File: src/rtl/assert_macros.svh
// Assertion macros shared by the cache RTL.
// No dependencies; included by files that carry concurrent assertions.
`ifndef ASSERT_MACROS_SVH
`define ASSERT_MACROS_SVH

// Same-cycle implication, disabled during reset.
`define DMC_ASSERT_NOW(label, clk, rst, ante, cons) \
  label: assert property (@(posedge clk) disable iff (rst) (ante) |-> (cons)) \
    else $error("assertion failed: same-cycle check");

// Next-cycle implication, disabled during reset.
`define DMC_ASSERT_NEXT(label, clk, rst, ante, cons) \
  label: assert property (@(posedge clk) disable iff (rst) (ante) |=> (cons)) \
    else $error("assertion failed: next-cycle check");

`endif

File: src/rtl/dmc_pkg.sv
// Shared types and constants for the direct-mapped cache.
// No dependencies; used by dmc_line_ram and direct_mapped_cache.
package dmc_pkg;

  localparam int LINE_COUNT   = 16;   // power of two
  localparam int ADDRESS_BITS = 16;
  localparam int INDEX_BITS   = $clog2(LINE_COUNT);
  localparam int TAG_BITS     = ADDRESS_BITS - INDEX_BITS;
  localparam int WORD_BITS    = 32;
  localparam int COUNT_BITS   = 32;
  localparam int FETCH_SCALE  = 10;   // stand-in memory returns address * 10

  localparam logic OP_READ  = 1'b0;
  localparam logic OP_WRITE = 1'b1;

  typedef logic [INDEX_BITS-1:0] index_t;
  typedef logic [TAG_BITS-1:0]   tag_t;
  typedef logic [WORD_BITS-1:0]  word_t;
  typedef logic [COUNT_BITS-1:0] count_t;

  typedef struct packed {
    tag_t  tag;
    word_t word;
  } line_t;

  typedef struct packed {
    logic   en;
    index_t idx;
    line_t  line;
  } line_wr_t;

endpackage

File: src/rtl/dmc_line_ram.sv
// Tag and data store: one line per entry, one write and one registered read per cycle.
// Depends on dmc_pkg.
module dmc_line_ram (
  input  logic              clk,
  input  dmc_pkg::index_t   rd_idx,
  input  dmc_pkg::line_wr_t wr,
  output dmc_pkg::line_t    rd_line
);

  dmc_pkg::line_t mem [dmc_pkg::LINE_COUNT];

  always_ff @(posedge clk) begin
    if (wr.en) begin
      mem[wr.idx] <= wr.line;
    end
  end

  always_ff @(posedge clk) begin
    rd_line <= mem[rd_idx];
  end

endmodule

File: src/rtl/direct_mapped_cache.sv
// Direct-mapped cache, 16 one-word lines, with saturating hit/miss counters.
// The input transfer starts the registered tag/data RAM read; the lookup state then
// compares, writes back and registers the result. The RAM read then compare/write-back
// of the same line serializes accesses. A stalled result holds the lookup.
// Reset (rst, synchronous): line valid bits and counters clear at once; no sweep.
// Depends on dmc_pkg, dmc_line_ram and assert_macros.svh.
`include "assert_macros.svh"

module direct_mapped_cache (
  input  logic        clk,
  input  logic        rst,
  input  logic        in_valid,
  output logic        in_ready,
  input  logic        operation,
  input  logic [15:0] address,
  input  logic [31:0] store_word,
  output logic        out_valid,
  input  logic        out_ready,
  output logic        hit,
  output logic [31:0] line_data,
  output logic [31:0] hits_so_far,
  output logic [31:0] misses_so_far
);

  localparam logic S_IDLE   = 1'b0;
  localparam logic S_LOOKUP = 1'b1;

  logic state;
  logic accept;
  logic advance;

  logic                                 op_q;
  logic [dmc_pkg::ADDRESS_BITS-1:0]     addr_q;
  dmc_pkg::word_t                       wdata_q;
  dmc_pkg::index_t                      idx_q;
  dmc_pkg::tag_t                        tag_q;

  logic [dmc_pkg::LINE_COUNT-1:0]       line_valid;
  dmc_pkg::count_t                      hit_total;
  dmc_pkg::count_t                      miss_total;

  dmc_pkg::line_t                       rd_line;
  dmc_pkg::line_wr_t                    wr;
  logic                                 line_hit;
  dmc_pkg::word_t                       fetch_word;
  dmc_pkg::word_t                       word_next;

  assign in_ready = (state == S_IDLE);
  assign accept   = in_valid && in_ready;
  assign advance  = (state == S_LOOKUP) && (!out_valid || out_ready);

  assign idx_q = addr_q[dmc_pkg::INDEX_BITS-1:0];
  assign tag_q = addr_q[dmc_pkg::ADDRESS_BITS-1:dmc_pkg::INDEX_BITS];

  // While a lookup waits on the output, keep re-reading the held line.
  dmc_line_ram u_ram (
    .clk     (clk),
    .rd_idx  ((state == S_IDLE) ? address[dmc_pkg::INDEX_BITS-1:0] : idx_q),
    .wr      (wr),
    .rd_line (rd_line)
  );

  assign line_hit   = line_valid[idx_q] && (rd_line.tag == tag_q);
  assign fetch_word = dmc_pkg::WORD_BITS'(addr_q) *
                      dmc_pkg::WORD_BITS'(dmc_pkg::FETCH_SCALE);

  always_comb begin
    if (op_q == dmc_pkg::OP_WRITE) begin
      word_next = wdata_q;
    end else if (line_hit) begin
      word_next = rd_line.word;
    end else begin
      word_next = fetch_word;
    end
  end

  // Write-back of the looked-up line; a read hit rewrites the same contents.
  always_comb begin
    wr.en        = advance;
    wr.idx       = idx_q;
    wr.line.tag  = tag_q;
    wr.line.word = word_next;
  end

  always_ff @(posedge clk) begin
    if (rst) begin
      state <= S_IDLE;
    end else begin
      case (state)
        S_IDLE:   if (accept)  state <= S_LOOKUP;
        S_LOOKUP: if (advance) state <= S_IDLE;
        default:  state <= S_IDLE;
      endcase
    end
  end

  always_ff @(posedge clk) begin
    if (accept) begin
      op_q    <= operation;
      addr_q  <= address;
      wdata_q <= store_word;
    end
  end

  always_ff @(posedge clk) begin
    if (rst) begin
      line_valid <= '0;
      hit_total  <= '0;
      miss_total <= '0;
    end else if (advance) begin
      line_valid[idx_q] <= 1'b1;
      if (line_hit) begin
        if (hit_total != '1) hit_total <= hit_total + 1'b1;
      end else begin
        if (miss_total != '1) miss_total <= miss_total + 1'b1;
      end
    end
  end

  always_ff @(posedge clk) begin
    if (rst) begin
      out_valid <= 1'b0;
    end else if (advance) begin
      out_valid <= 1'b1;
    end else if (out_ready) begin
      out_valid <= 1'b0;
    end
  end

  // Counters in the result show the value after this access.
  always_ff @(posedge clk) begin
    if (advance) begin
      hit       <= line_hit;
      line_data <= word_next;
      hits_so_far <= (line_hit && hit_total != '1) ? hit_total + 1'b1 : hit_total;
      misses_so_far <= (!line_hit && miss_total != '1) ? miss_total + 1'b1 : miss_total;
    end
  end

  `DMC_ASSERT_NEXT(a_accept_to_lookup, clk, rst, accept, state == S_LOOKUP)
  `DMC_ASSERT_NEXT(a_lookup_gives_result, clk, rst, advance, out_valid && line_valid[idx_q])
  `DMC_ASSERT_NOW(a_lookup_blocks_input, clk, rst, state == S_LOOKUP, !in_ready)
  `DMC_ASSERT_NEXT(a_counts_monotonic, clk, rst, 1'b1,
                   hit_total >= $past(hit_total) && miss_total >= $past(miss_total))

endmodule
File: config.mk
export PLATFORM = sky130hd
export DESIGN_NAME = direct_mapped_cache
export DESIGN_NICKNAME = d
export VERILOG_FILES = /design/src/rtl/dmc_pkg.sv /design/src/rtl/dmc_line_ram.sv /design/src/rtl/direct_mapped_cache.sv
export VERILOG_INCLUDE_DIRS = /design/src /design/src/rtl
export SDC_FILE = /design/constraint.sdc
export NUM_CORES = 1
export LEC_CHECK = 0
export ABC_AREA = 1
export BUFFER_PORTS_ARGS = -buffer_cell sky130_fd_sc_hd__buf_2
export CAP_MARGIN = 20
export CORE_ASPECT_RATIO = 0.6
export CORE_UTILIZATION = 50
export CTS_CLUSTER_SIZE = 8
export DETAILED_ROUTE_END_ITERATION = 8
export GPL_TIMING_DRIVEN = 0
export PLACE_DENSITY = 0.65
export SETUP_SLACK_MARGIN = 0.02
export SYNTH_ARGS = -nofsm -noshare
export SYNTH_HDL_FRONTEND = slang
export SYNTH_SLANG_ARGS = --single-unit
File: constraint.sdc
create_clock -name clk -period 7.7 [get_ports clk]
set_clock_uncertainty 0.05 [all_clocks]
set_input_delay 0.77 -clock clk [delete_from_list [all_inputs] [get_ports clk]]
set_output_delay 0.77 -clock clk [all_outputs]
set_load 0.03 [all_outputs]
[Yosys cells after proc, flatten, opt, wreduce, memory -nomap -nowiden]
Memory sizes are Yosys's and may differ from the RTL's. A register that Yosys moved wholly into a read port is not among the register bits.
Index checks and enable logic that the tools add are counted.
Operators by class
  magnitude comparators: 2
  multiply operators: 1
  mux-type cells: 16
  bitwise operators: 3
  reductions and logical operators: 12
  equal/unequal tests: 3
  $add $sub $neg: 2
Operators by type and width (number)
  two-way mux 32 bit: 4
  adder 32 x 1 -> 32 bit, second input constant: 2
  inequality test 32 bit, second input constant: 2
  multiplier 16 x 3 -> 19 bit, second input constant: 1
  OR 16 bit: 1
  == test 12 bit: 1
  two-way mux 1 bit: 8
  logical AND 1 bit: 6
  AND reduction 3 bit: 2
  less-than comparator 4 x 5 -> 1 bit, second input constant: 1
  binary-select mux 1 bit (select 4 bit): 1
  demux 1 bit (select 4 bit): 1
  greater-or-equal comparator 4 x 1 -> 1 bit, second input constant: 1
  two-way mux 4 bit: 1
  logical NOT 1 bit: 2
  NOT 1 bit: 2
  case mux 1 bit (2 select lines): 1
  nonzero test 2 bit: 1
  logical OR 1 bit: 1
Word-level totals
  input port bits: 53
  memory bits (writable): 704
  logic and storage cells: 52
  register bits: 228
  memories kept: 1
Memories
  u_ram.mem: depth 16, width 44, read ports 1, clocked after memory_dff 1, wr ports 1, RTL line dmc_line_ram.sv:10  | dmc_pkg::line_t mem [dmc_pkg::LINE_COUNT];

[Logic depth before layout (Yosys ltp)]
  depth in word-level cells: 6
  mapped depth: 15
  depth with buffers taken out: 14

[Modules after synthesis]
From an unflattened synthesis, not the netlist that was laid out.
Second synthesis, totals
  cells, all modules: 4367
  area total of the unflattened synthesis: 42859.9 µm²
By module, submodules not included
  dmc_line_ram: area an instance 30944.7 µm², cells each 2905, times used 1, seq. area each 22021.1 µm²
  direct_mapped_cache: area an instance 11915.2 µm², cells each 1462, times used 1, seq. area each 6025.8 µm²

[Least setup slack after synthesis]
No wires, ideal clock.
  path type: input -> register
  start point: input out_ready
  end point: memory u_ram.mem[0][0] (netlist name), enable pin
  setup slack: 2.693 ns
  arrival time: 4.510 ns
  buffers on the path: 1
  stages on the path: 7
  library setup time: 0.447 ns
  path through: inv_1 > nand2_1 > nand2_1 > inv_1 > buf_2 > nand2_1 > nor2_1
On the way
  cells in the longest elaborated chain, start to end: 4
RTL lines
  start, declared: RTL line direct_mapped_cache.sv:18  | input logic out_ready,
  logical OR 1 bit: RTL line direct_mapped_cache.sv:50  | assign advance = (state == S_LOOKUP) && (!out_valid || out_ready);
  logical AND 1 bit: RTL line direct_mapped_cache.sv:50
  named net advance: RTL line direct_mapped_cache.sv:30  | logic advance;
  two-way mux 1 bit: RTL line dmc_line_ram.sv:13  | if (wr.en) begin
  two-way mux 1 bit (implied by the code): RTL line dmc_line_ram.sv:14  | mem[wr.idx] <= wr.line;
  end, declared: RTL line dmc_line_ram.sv:10
The timed path passes the listed nets, and every way through them passes these cells.

==> qor.txt <==
number of sinks on the clock net - 976
fin worst setup slack - 3.78 ns
Yosys warnings - 0
critical path capture point type - flop
floorplan die width - 372 microns
remaining number of nets flagged by the antenna check after routing - 0
HPWL after detailed placement - 85.0 mm
Post-Place Worst Slack - 3.94 ns
transition time at the pin with the least slew margin - 1.12 ns
number of I/O pins - 152
WHS - 0.146 ns
remaining max-slew budget at the tightest pin - 0.250
power density relative to cell area - 273 nW/um^2
CTS Buf Count - 139
via count of the first global-routing pass - 27,600
Seq cells post-synth - 976
netlist area before placement - 41,100 sq um
number of maximum-capacitance violations - 0
Final nets - 4,146
Starting DRT DRC Count - 4,497
minimum period implied by the final worst setup slack - 3.92 ns
count of different cell masters after synthesis - 41
proportion of layout cells with a drive suffix above 1 - 0.131
number of buffers added to fix hold violations after cts - 0
setup repair after global routing missed its margin - no
fraction of the yosys area taken by sequential cells - 0.682
number of instances on the worst hold path - 1
number of antenna violations at the first check in global routing - 2
number of standard cells in the layout, taps in and fillers out - 5,248
path type of the worst setup path - flop to flop
leakage power summed over all cells - 18.9 nW
initial standard-cell utilization of the core - 0.505
Syn-to-layout area delta - 18.1%
Die Y-Extent - 224 microns
post-route fraction of the period consumed by the critical path - 0.509
Layout fillers - 6,574
Critical Path Fanout Max - 22
number of cells traversed by the worst register-to-register path - 9
cell count after synthesis - 3,708
maximum buffer depth of the clock tree - 3
final slew viol count - 0
class of the tightest hold or removal check - input port to flop
Core Box Area - 81,500 sq um
Setup violations, final - 0
weighted congestion reported at the end of routability-driven placement - 0.960
pin count of the biggest net entering global routing - 82
# resized after CTS - 0
cell row count - 81
status - complete, no violations
routed wire length - 127 mm
r2r startpoint - addr_q[15]
multi-input combinational cell area - 10,500 sq um
net count after synthesis - 3,792
Initial DRT Pass Iterations - 8
highest clock frequency the design can meet - 0.255 GHz
root buffer cell - sky130_fd_sc_hd__clkbuf_16
overall power - 13.2 mW
register-to-register path setup slack - 3.78 ns
TritonCTS clock tree - built
r2r endpoint - u_ram.mem[15][12]
launching instance or port of the critical path - addr_q[15]
total vias in the final route - 29,900
worst vdd ir - 212 uV
latest clock arrival within the worst-skew pair - 0.76 ns
Crit path required time - 7.99 ns
Critical Path AT - 4.21 ns
Total GRT Usage - 0.305
clock transition at the register clock pins on the worst setup and hold paths after CTS - 0.05 ns
syn avg cell area - 11.1 sq um
critical hold path startpoint - store_word[17]
final routed DRC violation total - 0
via/cell ratio - 5.71
total number of H-tree levels - 4
launching element type of the critical path - flop
wire length of the first global-routing pass - 183 mm
Fin. Hold Viols - 0
total placed cells including tap cells - 4,997
FF+latch area - 28,000 sq um
Overflow after GRT - 0
WHS Endpoint - wdata_q[17]
Port Buf Inserts - 151
setup bufs post-CTS - 0
routed wire length per instance - 24.1 microns
Die Outline Area - 83,500 sq um
## final cells by class
cell class / instances / area share
clock buffers: 235 / 0.0799
multi-input cells: 2066 / 0.216
flip-flops and latches: 976 / 0.578
repair buffers: 213 / 0.0386
plain buffers: 191 / 0.0199
inverters: 475 / 0.0367
well taps: 1079 / 0.0278
clock inverters: 12 / 0.00376
diodes: 1 / 0.0000515
## worst max-delay path, stage by stage, from the launching register on
cell                       delay [ns]
sky130_fd_sc_hd__edfxtp_1        0.97
sky130_fd_sc_hd__xnor2_1         0.20
sky130_fd_sc_hd__nand2_1         0.09
sky130_fd_sc_hd__nor2_1          0.30
sky130_fd_sc_hd__inv_1           0.08
sky130_fd_sc_hd__nor2_1          0.31
sky130_fd_sc_hd__nand2_4         0.22
sky130_fd_sc_hd__clkbuf_1        0.42
sky130_fd_sc_hd__o211ai_1        0.42
sky130_fd_sc_hd__nand2_1         0.42
## synth_stat cells
master | n | area [sq um]
sky130_fd_sc_hd__a211oi_1 | 1 | 7.51
sky130_fd_sc_hd__a21o_1 | 1 | 7.51
sky130_fd_sc_hd__a21oi_1 | 191 | 956
sky130_fd_sc_hd__a21oi_2 | 2 | 17.5
sky130_fd_sc_hd__and2_1 | 3 | 18.8
sky130_fd_sc_hd__and3_1 | 1 | 6.26
sky130_fd_sc_hd__buf_1 | 11 | 41.3
sky130_fd_sc_hd__buf_2 | 93 | 465
sky130_fd_sc_hd__buf_4 | 6 | 45.0
sky130_fd_sc_hd__buf_6 | 11 | 124
sky130_fd_sc_hd__buf_8 | 2 | 30.0
sky130_fd_sc_hd__clkbuf_1 | 68 | 255
sky130_fd_sc_hd__clkinv_1 | 1 | 3.75
sky130_fd_sc_hd__dfxtp_1 | 126 | 2520
sky130_fd_sc_hd__edfxtp_1 | 850 | 25500
sky130_fd_sc_hd__fa_1 | 1 | 20.0
sky130_fd_sc_hd__ha_1 | 30 | 375
sky130_fd_sc_hd__inv_1 | 467 | 1750
sky130_fd_sc_hd__inv_2 | 7 | 26.3
sky130_fd_sc_hd__nand2_1 | 679 | 2550
sky130_fd_sc_hd__nand2_2 | 12 | 75.1
sky130_fd_sc_hd__nand2_4 | 2 | 22.5
sky130_fd_sc_hd__nand3_1 | 303 | 1520
sky130_fd_sc_hd__nand3_2 | 1 | 10.0
sky130_fd_sc_hd__nand3_4 | 1 | 17.5
sky130_fd_sc_hd__nand4_1 | 14 | 87.6
sky130_fd_sc_hd__nand4_2 | 1 | 12.5
sky130_fd_sc_hd__nor2_1 | 255 | 957
sky130_fd_sc_hd__nor2_2 | 4 | 25.0
sky130_fd_sc_hd__nor2_4 | 1 | 11.3
sky130_fd_sc_hd__nor3_1 | 27 | 135
sky130_fd_sc_hd__nor3_2 | 3 | 30.0
sky130_fd_sc_hd__nor3b_1 | 2 | 15.0
sky130_fd_sc_hd__nor4_1 | 2 | 12.5
sky130_fd_sc_hd__o211ai_1 | 183 | 1370
sky130_fd_sc_hd__o21a_1 | 3 | 22.5
sky130_fd_sc_hd__o21ai_0 | 223 | 1120
sky130_fd_sc_hd__o21ai_1 | 27 | 135
sky130_fd_sc_hd__o21ai_2 | 18 | 158
sky130_fd_sc_hd__xnor2_1 | 17 | 149
sky130_fd_sc_hd__xor2_1 | 58 | 508
## cell usage in the layout (no fill, tap or decap), drive strengths merged, types with 183 or more instances in the layout
master and instances:
edfxtp 850, nand2 693, inv 482, buf 336, nand3 305, clkbuf 303, o21ai 268, nor2 260
a21oi 193, o211ai 183
## per-stage QoR
| step | area, sq um | TNS (ns) | utilization |
|---|---|---|---|
| finish | 48600 | 0 | 0.596 |
| detailed placement | 44500 | 0 | 0.546 |
| global placement | 43200 | -639.11 | 0.531 |
| CTS | 48500 | 0 | 0.595 |
| floorplan | 41100 | 0 | - |
| global route | 48600 | 0 | 0.596 |
## registers in the layout (all words and copies together), names as in the netlist, 16 cells and up
name,flops
misses_so_far,32
u_ram.mem,704
line_valid,16
wdata_q,32
hits_so_far,32
addr_q,16
hit_total,32
miss_total,32
line_data,32
u_ram.rd_line,44
## report_power, final
part           switching [mW]  internal, mW
Clock                    2.34          3.43
Combinational            1.03         0.376
Sequential             0.0884          5.99
Total                    3.46          9.79
## metal layers
metal / vias to the layer above / wire, microns / GRT usage
li1: 13500 / - / -
met1: 14300 / 55200 / 0.474
met2: 1899 / 51300 / 0.411
met3: 218 / 17200 / 0.0841
met4: 0 / 2790 / 0.0931
met5: - / 0 / 0
## worst max-delay path by stage
stage          depth (start not counted)                end
6_report                               9  u_ram.mem[15][12]
5_1_grt                                9  u_ram.mem[15][12]
4_1_cts                                9  u_ram.mem[15][12]
3_5_place_dp                           9   u_ram.mem[9][10]
3_3_place_gp                           8   u_ram.mem[1][27]
2_1_floorplan                          7    u_ram.mem[0][0]
## logic make-up (layout without fill, tap and decap cells)
group	count (synthesis)	after routing	share of synthesized area
AND/OR/NAND/NOR	1311	1311	0.134
flip-flops	976	976	0.682
buffers and inverters	666	1126	0.0667
AO/OA/AOI/OAI	649	649	0.0922
XOR/XNOR	75	75	0.0160
adder cells (fa/ha/maj)	31	31	0.00961
other	0	1	0
Note: power is estimated with default switching activity, not from simulation.
